## config.mk

```make
export PLATFORM = sky130hd
export DESIGN_NAME = elevator_fifo_controller_top
export DESIGN_NICKNAME = d
export VERILOG_FILES = /design/src/rtl/core/efc_pkg.sv /design/src/rtl/core/elevator_fifo_controller_top.sv
export VERILOG_INCLUDE_DIRS = /design/src /design/src/rtl/core
export SDC_FILE = /design/constraint.sdc
export NUM_CORES = 1
export LEC_CHECK = 0
export BUFFER_PORTS_ARGS = -buffer_cell sky130_fd_sc_hd__buf_2
export CORE_AREA = 8 8 129 131
export CTS_BUF_LIST = sky130_fd_sc_hd__clkbuf_16
export DETAILED_ROUTE_END_ITERATION = 10
export DIE_AREA = 0 0 137 139
export HOLD_SLACK_MARGIN = 0.12
export MAX_ROUTING_LAYER = met4
export PLACE_DENSITY = 0.6
export SKIP_CTS_REPAIR_TIMING = 1
export SLEW_MARGIN = 0
export SYNTH_ARGS = -nofsm -noshare
export SYNTH_HDL_FRONTEND = slang
export SYNTH_SLANG_ARGS = --single-unit
export TNS_END_PERCENT = 50
```

## constraint.sdc

```tcl
create_clock -name aclk -period 7.6 [get_ports aclk]
set_input_delay 0 -clock aclk [delete_from_list [all_inputs] [get_ports aclk]]
set_output_delay 0 -clock aclk [all_outputs]
set_load 0.02 [all_outputs]
```

## src/rtl/core/assert_macros.svh

```systemverilog
// Assertion helpers shared by the RTL.
// Every check samples on the block clock and is off while reset is held.
`ifndef ASSERT_MACROS_SVH
`define ASSERT_MACROS_SVH

// Check a property on every rising edge outside reset.
`define EFC_ASSERT(lbl, prop, msg) \
    lbl: assert property (@(posedge aclk) disable iff (!aresetn) (prop)) else $error(msg);

// Check that a condition in one cycle implies another in the next cycle.
`define EFC_ASSERT_NEXT(lbl, ante, cons, msg) \
    lbl: assert property (@(posedge aclk) disable iff (!aresetn) (ante) |=> (cons)) \
        else $error(msg);

`endif

```

## src/rtl/core/efc_pkg.sv

```systemverilog
`timescale 1ns / 1ps

package efc_pkg;

    // Highest valid floor number, floors count from 1
    localparam logic [3:0] FLOORS = 4'd7;
    // Request queue depth
    localparam int unsigned QDEPTH = 7;
    // Door open time after reset
    localparam logic [15:0] WAIT_TICKS_RESET = 16'd1000;

    // Event codes
    localparam logic [2:0] ACT_REQUEST = 3'd0;
    localparam logic [2:0] ACT_ARRIVED = 3'd1;
    localparam logic [2:0] ACT_OPENED  = 3'd2;
    localparam logic [2:0] ACT_CLOSED  = 3'd3;
    localparam logic [2:0] ACT_TICK    = 3'd4;
    localparam logic [2:0] ACT_PASSING = 3'd5;

    // Car state codes as seen on the result beat
    localparam logic [2:0] CODE_IDLE    = 3'd0;
    localparam logic [2:0] CODE_UP      = 3'd1;
    localparam logic [2:0] CODE_DOWN    = 3'd2;
    localparam logic [2:0] CODE_OPENING = 3'd3;
    localparam logic [2:0] CODE_WAITING = 3'd4;
    localparam logic [2:0] CODE_CLOSING = 3'd5;

    typedef enum logic [5:0] {
        ST_IDLE    = 6'b000001,
        ST_UP      = 6'b000010,
        ST_DOWN    = 6'b000100,
        ST_OPENING = 6'b001000,
        ST_WAITING = 6'b010000,
        ST_CLOSING = 6'b100000
    } car_state_t;

    typedef logic [2:0] floor_t;

    // Map the one-hot state to its external code
    function automatic logic [2:0] state_code(car_state_t st);
        logic [2:0] code;
        unique case (st)
            ST_IDLE:    code = CODE_IDLE;
            ST_UP:      code = CODE_UP;
            ST_DOWN:    code = CODE_DOWN;
            ST_OPENING: code = CODE_OPENING;
            ST_WAITING: code = CODE_WAITING;
            ST_CLOSING: code = CODE_CLOSING;
            default:    code = CODE_IDLE;
        endcase
        return code;
    endfunction

    // Lamp mask of one floor; floor 0 maps to no lamp
    function automatic logic [6:0] lamp_bit(floor_t f);
        return 7'd1 << (f - 3'd1);
    endfunction

    function automatic logic floor_ok(floor_t f);
        return (f != 3'd0) && ({1'b0, f} <= FLOORS);
    endfunction

endpackage

```

## src/rtl/core/elevator_fifo_controller_top.sv

```systemverilog
`timescale 1ns / 1ps
// Elevator car controller with a unique first-in first-out request queue.
// Input channel (s_valid/s_ready): one event per beat, s_action selects
// request, arrived, doors opened, doors closed, tick or passing floor, and
// s_floor carries the 1-based floor for requests and passing events.
// Result channel (m_valid/m_ready): exactly one beat per event, showing the
// car state, current floor, goal floor, lit buttons, queue fill and whether
// the event was a request for an invalid floor.
// Configuration: cfg_wr_en writes cfg_wr_data into the door wait count;
// write it only while no event is in flight.
// The result beat is registered and valid in the cycle after the event is accepted.
// Throughput: one event per cycle while s_ready is high; the whole update is one
// combinational pass from the event and the state registers into the state and
// result registers.
// Stall: s_ready stays high while the result register is empty or being
// drained; when m_ready is low with a result held, s_ready drops.
// Reset (aresetn low, synchronous): car idle at floor 1, no goal, queue
// empty, all lamps off, wait count 1000, no result pending.
module elevator_fifo_controller_top
    import efc_pkg::*;
(
    input  logic        aclk,
    input  logic        aresetn,

    input  logic        cfg_wr_en,
    input  logic [15:0] cfg_wr_data,

    input  logic        s_valid,
    output logic        s_ready,
    input  logic [2:0]  s_action,
    input  logic [2:0]  s_floor,

    output logic        m_valid,
    input  logic        m_ready,
    output logic [2:0]  m_car_state,
    output logic [2:0]  m_at_floor,
    output logic [2:0]  m_goal_floor,
    output logic [6:0]  m_lamps,
    output logic [2:0]  m_pending,
    output logic        m_rejected
);

    `include "assert_macros.svh"

    car_state_t  state_reg, state_next;
    floor_t      here_reg, here_next;
    floor_t      goal_reg, goal_next;
    floor_t      fifo_reg [QDEPTH];
    floor_t      fifo_next [QDEPTH];
    logic [2:0]  count_reg, count_next;
    logic [6:0]  lit_reg, lit_next;
    logic [15:0] wait_left_reg, wait_left_next;
    logic [15:0] wait_ticks_reg;
    logic        rejected_next;

    logic        m_valid_reg;
    logic [2:0]  res_state_reg;
    floor_t      res_here_reg;
    floor_t      res_goal_reg;
    logic [6:0]  res_lit_reg;
    logic [2:0]  res_count_reg;
    logic        res_rejected_reg;

    logic        s_fire;
    logic        found;
    logic        push;
    logic        pop;
    logic        moving;

    assign s_ready = !m_valid_reg || m_ready;
    assign s_fire  = s_valid && s_ready;
    assign moving  = (state_reg == ST_UP) || (state_reg == ST_DOWN);

    // Look for the requested floor among the live queue entries
    always_comb begin
        found = 1'b0;
        for (int i = 0; i < QDEPTH; i++) begin
            if ((3'(i) < count_reg) && (fifo_reg[i] == s_floor)) begin
                found = 1'b1;
            end
        end
    end

    // Next state for one event
    always_comb begin
        state_next     = state_reg;
        here_next      = here_reg;
        goal_next      = goal_reg;
        count_next     = count_reg;
        lit_next       = lit_reg;
        wait_left_next = wait_left_reg;
        rejected_next  = 1'b0;
        push           = 1'b0;
        pop            = 1'b0;

        unique case (s_action)
            ACT_REQUEST: begin
                if (!floor_ok(s_floor)) begin
                    rejected_next = 1'b1;
                end else if ((state_reg == ST_IDLE || state_reg == ST_CLOSING)
                             && s_floor == here_reg) begin
                    state_next = ST_OPENING;
                end else if (state_reg == ST_IDLE) begin
                    goal_next  = s_floor;
                    lit_next   = lit_reg | lamp_bit(s_floor);
                    state_next = (s_floor > here_reg) ? ST_UP : ST_DOWN;
                end else if (s_floor != here_reg && s_floor != goal_reg) begin
                    if (found) begin
                        lit_next = lit_reg | lamp_bit(s_floor);
                    end else if (32'(count_reg) < QDEPTH) begin
                        push       = 1'b1;
                        count_next = count_reg + 3'd1;
                        lit_next   = lit_reg | lamp_bit(s_floor);
                    end
                end
            end
            ACT_ARRIVED: begin
                if ((state_reg == ST_UP || state_reg == ST_DOWN) && goal_reg != 3'd0) begin
                    here_next  = goal_reg;
                    lit_next   = lit_reg & ~lamp_bit(goal_reg);
                    goal_next  = 3'd0;
                    state_next = ST_OPENING;
                end
            end
            ACT_OPENED: begin
                if (state_reg == ST_OPENING) begin
                    state_next     = ST_WAITING;
                    wait_left_next = wait_ticks_reg;
                end
            end
            ACT_CLOSED: begin
                if (state_reg == ST_CLOSING) begin
                    if (count_reg == 3'd0) begin
                        state_next = ST_IDLE;
                    end else begin
                        pop        = 1'b1;
                        goal_next  = fifo_reg[0];
                        count_next = count_reg - 3'd1;
                        state_next = (fifo_reg[0] > here_reg) ? ST_UP : ST_DOWN;
                    end
                end
            end
            ACT_TICK: begin
                if (state_reg == ST_WAITING) begin
                    if (wait_left_reg <= 16'd1) begin
                        wait_left_next = 16'd0;
                        state_next     = ST_CLOSING;
                    end else begin
                        wait_left_next = wait_left_reg - 16'd1;
                    end
                end
            end
            ACT_PASSING: begin
                if (floor_ok(s_floor)) begin
                    here_next = s_floor;
                end
            end
            default: begin
                state_next = state_reg;
            end
        endcase
    end

    // Queue entries: append at the fill point, shift toward the head on pop
    always_comb begin
        for (int i = 0; i < QDEPTH; i++) begin
            fifo_next[i] = fifo_reg[i];
        end
        for (int i = 0; i < QDEPTH - 1; i++) begin
            if (pop) begin
                fifo_next[i] = fifo_reg[i + 1];
            end
        end
        for (int i = 0; i < QDEPTH; i++) begin
            if (push && count_reg == 3'(i)) begin
                fifo_next[i] = s_floor;
            end
        end
    end

    // Control state and configuration
    always_ff @(posedge aclk) begin
        if (!aresetn) begin
            state_reg      <= ST_IDLE;
            here_reg       <= 3'd1;
            goal_reg       <= 3'd0;
            count_reg      <= 3'd0;
            lit_reg        <= 7'd0;
            wait_left_reg  <= 16'd0;
            wait_ticks_reg <= WAIT_TICKS_RESET;
            m_valid_reg    <= 1'b0;
        end else begin
            if (cfg_wr_en) begin
                wait_ticks_reg <= cfg_wr_data;
            end
            if (s_fire) begin
                state_reg     <= state_next;
                here_reg      <= here_next;
                goal_reg      <= goal_next;
                count_reg     <= count_next;
                lit_reg       <= lit_next;
                wait_left_reg <= wait_left_next;
                m_valid_reg   <= 1'b1;
            end else if (m_ready) begin
                m_valid_reg <= 1'b0;
            end
        end
    end

    // Queue storage and result beat payload
    always_ff @(posedge aclk) begin
        if (s_fire) begin
            for (int i = 0; i < QDEPTH; i++) begin
                fifo_reg[i] <= fifo_next[i];
            end
            res_state_reg    <= state_code(state_next);
            res_here_reg     <= here_next;
            res_goal_reg     <= goal_next;
            res_lit_reg      <= lit_next;
            res_count_reg    <= count_next;
            res_rejected_reg <= rejected_next;
        end
    end

    assign m_valid      = m_valid_reg;
    assign m_car_state  = res_state_reg;
    assign m_at_floor   = res_here_reg;
    assign m_goal_floor = res_goal_reg;
    assign m_lamps      = res_lit_reg;
    assign m_pending    = res_count_reg;
    assign m_rejected   = res_rejected_reg;

    // Checks
    `EFC_ASSERT(a_goal_iff_moving, moving == (goal_reg != 3'd0), "goal without move")
    `EFC_ASSERT(a_wait_zero, state_reg == ST_WAITING || wait_left_reg == 16'd0, "wait left set")
    `EFC_ASSERT(a_queue_lamps, count_reg == 3'd0 || lit_reg != 7'd0, "queued floor without lamp")
    `EFC_ASSERT_NEXT(a_event_beat, s_fire, m_valid_reg, "no result beat")

endmodule

```

* Yosys cells after proc, flatten, opt, wreduce, memory -nomap -nowiden
Memories as Yosys holds them, arrays and structs flattened. Index checks and enable logic that the tools add are counted.
Storage, ports and cells: flip-flop bits (word level) 75, latch bits 0, memory bits (writable) 21, memory bits (read-only) 0, bits of input ports 27, output and inout bits 22, memories kept 1
Cells by class: add/sub/neg operators 5, $mul 0, div/mod/pow operators 0, $lt $le $gt $ge 11, equality and inequality tests 34, shifts and indexed selects 2, multiplexer cells 79, bitwise gates (word level) 3, reduce and logical (&&, ||, !) cells 29
Memories:
- fifo_reg | words 7, width 3, rd ports 7, clocked after Yosys merged registers in 0, wr ports 7, line elevator_fifo_controller_top.sv:48 | floor_t fifo_reg [QDEPTH];
Operators with widths (number):
- 3-bit two-way mux | 32
- 7-bit two-way mux | 7
- 16-bit two-way mux | 3
- 6-bit two-way mux | 8
- 16-bit one-hot mux with 2 select lines | 1
- 6-bit one-hot mux with 5 select lines | 1
- 3-bit == test | 8
- 1-bit two-way mux | 22
- 1-bit logical AND | 18
- 16-bit by 1-bit less-or-equal comparator with 1-bit output (second input constant) | 1
- 16-bit by 1-bit subtractor with 16-bit output (second input constant) | 1
- 3-bit == test (second input constant) | 5
- 3-bit one-hot mux with 5 select lines | 1
- 7-bit one-hot mux with 2 select lines | 1
- 1-bit by 3-bit << shifter with 7-bit output (first input constant) | 2
- 3-bit by 2-bit == test with 1-bit output (second input constant) | 4
- 6-bit by 2-bit == test with 1-bit output (second input constant) | 2
- 6-bit by 3-bit == test with 1-bit output (second input constant) | 2
- 6-bit by 4-bit == test with 1-bit output (second input constant) | 2
- 6-bit by 5-bit == test with 1-bit output (second input constant) | 2
- 6-bit == test (second input constant) | 2
- 3-bit one-hot mux with 2 select lines | 2
- 3-bit < comparator (first input constant) | 3
- 3-bit one-hot mux with 3 select lines | 1
- 19 further kinds | 32

* Depth between registers and ports, before layout
An unclocked memory read counts as a cell.
depth after elaboration 18, depth in mapped cells 11

* Worst setup path after synthesis
OpenSTA, ideal clock, no wires.
path type in2reg, from input s_floor[0], to memory fifo_reg[1][0] (netlist name) (enable), data arrival time 2062 ps, data required time 7272 ps, setup slack 5211 ps, stages 11, path through buf_2 buf_4 inv_1 ha_1 and3_1 a31oi_1 nand4_1 nor2_1 and2_0 nand3b_1 a21oi_1
RTL lines:
- start: declaration | line elevator_fifo_controller_top.sv:31 | input logic [2:0] s_floor,
- end: declaration | line elevator_fifo_controller_top.sv:48

* Final worst setup path
from register state_reg[2], to register res_state_reg[0], in the netlist m_car_state[0] (data pin)
On the way: cells in the longest elaborated chain, start to end 8, elaborated cells on any way between the ends 25, those cells by class eq/ne: 11; mux: 10; reduce/logical: 4
Ends and longest elaborated chain:
- start: declaration | line elevator_fifo_controller_top.sv:45 | car_state_t state_reg, state_next;
- start signal: assignment | line elevator_fifo_controller_top.sv:197 | state_reg <= state_next;
- 6-bit by 1-bit == test with 1-bit output / 6-bit == test (equally long branches) | line elevator_fifo_controller_top.sv:100, elevator_fifo_controller_top.sv:103, elevator_fifo_controller_top.sv:132
- 1-bit logical OR | line elevator_fifo_controller_top.sv:100 | end else if ((state_reg == ST_IDLE || state_reg == ST_CLOSING)
- 1-bit logical AND | line elevator_fifo_controller_top.sv:101 | && s_floor == here_reg) begin
- 6-bit two-way mux | line elevator_fifo_controller_top.sv:100
- 6-bit two-way mux | line elevator_fifo_controller_top.sv:98 | if (!floor_ok(s_floor)) begin
- 6-bit one-hot mux with 5 select lines (*) | line elevator_fifo_controller_top.sv:96 | unique case (s_action)
- 6-bit == test (tied with other cells) | line efc_pkg.sv:42 | unique case (st)
- 3-bit one-hot mux with 5 select lines (*) | line efc_pkg.sv:42
- end signal: assignment | line elevator_fifo_controller_top.sv:216 | res_state_reg <= state_code(state_next);
- end: declaration | line elevator_fifo_controller_top.sv:57 | logic [2:0] res_state_reg;
Every way passes the cells marked *; elsewhere a longest branch is shown, timed or not. A chain may end at the register's enable or synchronous reset.

==> results by group <==
Outcome
  • Status: complete, no violations

Synth
  • Share of the synthesized area in the top cell type: 21.6%
  • #FFs+latches synth: 96
  • EDFF count, synth: 41
  • Ys async rst share: 0%
  • Yosys cell types: 76
  • Syn_area_per_cell: 8.80 um^2
  • Cell Area, Synth: around 5700 um^2
  • Dominant cell type by area after synthesis: edfxtp_1
  • Post-synth top cells: nand2_1, nor2_1, dfxtp_1
  • Largest cells by area after synthesis: edfxtp_1, dfxtp_1, nand2_1
  • Yosys warning total: 0
  • Post-Syn Instances: around 650
  • Most frequent cell after synthesis: nand2_1
  • Syn nets: about 700
  • Register area share after synthesis: about two fifths
  • Post-synth top flop: dfxtp_1

Drt
  • Post-DRT Antenna Nets: 0
  • DR iter-0 viols: 436
  • Vias/cell: about 5.7
  • Drt drc: 0
  • WL/cell: roughly 17 um
  • Via Count: 5065
  • Final WL: 14800 um
  • Drt pass-1 iters: 5

Power
  • P_leak: approximately 0.0024 uW
  • Worst VDD drop: 0.000102 V
  • Sequential Power Share: a little under half
  • Sw Pwr: ~310 uW
  • Power Internal: roughly 870 uW
  • Clock power share: approximately two fifths
  • Net Sw Frac: around a quarter
  • Power density over the cells: between 150 and 200 nW/um^2
  • Logic gate share of total power: between 10% and 20%

STA
  • Tcrit/Tclk final: approximately 41%
  • Final setup fails: 0
  • Worst-margin pin slew: 0.884 ns
  • Hold Vio Cnt, Final: 0
  • Clock Skew: about 0.0042 ns
  • Period minus WS final: 3.11 ns
  • Final Max Slew Viols: 0
  • RSZ-0062 raised after global routing: no
  • Max Clock Freq: roughly 0.32 GHz
  • Hold Worst Slack: between 0.15 and 0.2 ns
  • Setup TNS: 0 ns
  • Max-slew headroom: approximately two fifths

Critical path
  • R2r setup slk: approximately 4.5 ns
  • Worst setup EP type: register
  • CP Launch Type: register
  • Crit-path max cell delay: ~0.69 ns
  • Worst-path cell chain: or4_1 -> nor4_2 -> nor2b_1 -> a2bb2oi_2 -> xnor2_1 -> mux2_2 -> nor4_1
  • Kind of critical path: register to register
  • CP required: between 7 and 8 ns
  • Crit-path max FO: 9
  • R2R cell count: 7
  • Worst path slowest cell: nor2b_1
  • CP arrival: around 3.3 ns

Floorplanning
  • Io pins: between 40 and 50
  • Cell Rows: 45
  • Core area: 14800 um^2
  • Horiz. Die Dim: 137 um
  • Die Span Y: roughly 140 um
  • Die area: ~19000 um^2
  • Starting Density: about two fifths

Clocking
  • Clock sinks: 96
  • CTS tree: built
  • Cts bufs inserted: 9
  • Clk pin slew, worst setup/hold paths: approximately 0.070 ns
  • Worst skew pair latency: roughly 0.35 ns
  • Max clock buf depth: 2
  • Root buffer cell: clkbuf_16
  • H-tree levels: 3

Place
  • Hpwl dp: 10500 um
  • Port buffer count: 48
  • Post-DP Area: 6030 um^2
  • Routability congestion estimate: 0.913

Hold path
  • Worst Hold Path Cells: 3
  • HP Class: primary input to register

GRT
  • Grt ovf: 0
  • Vias in the first global route: 4844
  • Met2 usage: 24.6%
  • Initial antenna violation count: 0
  • Grt met3 use: 2.90%
  • First-pass GRT wire length: between 20000 and 25000 um
  • GRT Util Overall: approximately 16%
  • GR peak layer: met2
  • Largest net degree at the start of global routing: between 40 and 50
  • Met1 usage: roughly 20%

Final layout
  • Diode count: 0
  • # fillers: about 1400
  • Max reg flops: 21
  • Share of cells above drive strength 1: roughly 16%
  • Layout area overhead: 15.4%
  • Final nets: roughly 730
  • Finished Cell Area: 6590 um^2

Run
  • Max-cap violations: 0
[cell type report]
cell class | count | area (um^2) | area share [%]
multi-input cells | 488 | 3120 | 47.3
flip-flops and latches | 96 | 2330 | 35.4
repair buffers | 77 | 520 | 7.90
clock buffers | 11 | 275 | 4.18
well taps | 188 | 235 | 3.57
inverters | 20 | 75.1 | 1.14
clock inverters | 5 | 33.8 | 0.512
[critical path: cells and delay by family, from the launching register on]
family / cells / cell delay [ns]
mux: 1 / 0.26
simple gates: 4 / 1.92
compound gates: 1 / 0.18
flops: 1 / 0.38
xor+xnor: 1 / 0.16
[path summary, 6_finish.rpt]
path | from | to
setup / recovery | state_reg[2]$_SDFFE_PN0P_ | m_car_state[0]$_DFFE_PP_
hold / removal | cfg_wr_en | wait_ticks_reg[15]$_SDFFE_PN0P_
setup reg to reg | state_reg[2]$_SDFFE_PN0P_ | m_car_state[0]$_DFFE_PP_
hold reg to reg | here_reg[2]$_SDFFE_PN0P_ | here_reg[2]$_SDFFE_PN0P_
[metrics by stage]
step           setup WS, ns  utilization (%)  cells  power [uW]
2_1_floorplan          5.21                -    649         679
6_report               4.49             44.7    885        1180
4_1_cts                4.49             43.0    860        1180
3_5_place_dp           4.48             40.9    844         721
5_1_grt                4.29             44.7    885        1230
3_3_place_gp           4.74             40.9    844         719
[routing by layer]
metal  vias to the layer above  routed length [um]
met1                      2430                6540
met5                         -                   0
met2                       157                7180
met4                         0                 391
li1                       2447                   -
met3                        31                 710
[power by group through the flow]
stage	sequential, uW	clock [uW]	combinational [uW]
floorplan	580	0	98.8
global placement	579	0	140
detailed placement	579	0	142
CTS	568	474	143
global route	570	491	169
finish	568	462	153
[cells in the final DEF (no fill, tap or decap), types with 3 or more instances in the layout]
cell type and n:
nor3_1 10, xor2_1 13, nand4_1 7, o211ai_1 3
o21ai_0 38, or2_2 7, nand2b_1 3, xnor2_1 17
nor2_1 72, and3_1 9, nor2b_1 7, or4_1 6
o31ai_1 12, clkbuf_16 11, inv_1 18, mux2_2 19
nand2_1 83, o21a_1 4, buf_2 48, nor3_2 4
ha_1 13, a21oi_1 33, edfxtp_1 41, a31oi_1 8
a22oi_1 12, nand3_1 14, a311oi_1 4, o22ai_1 4
nand3b_1 5, mux2i_1 16, buf_4 4, dlygate4sd3_1 25
nor4_1 8, dfxtp_1 55, o41ai_1 3, or3_1 5
[kinds of logic after synthesis]
kind of cell | Yosys count | synth area share (%)
simple gates | 255 | 22.3
compound gates | 155 | 18.4
flops | 96 | 40.8
buf+inv | 65 | 4.51
mux | 35 | 6.55
xor+xnor | 30 | 4.60
fa+ha+maj | 13 | 2.85
Power figures use the tool's default switching activity.
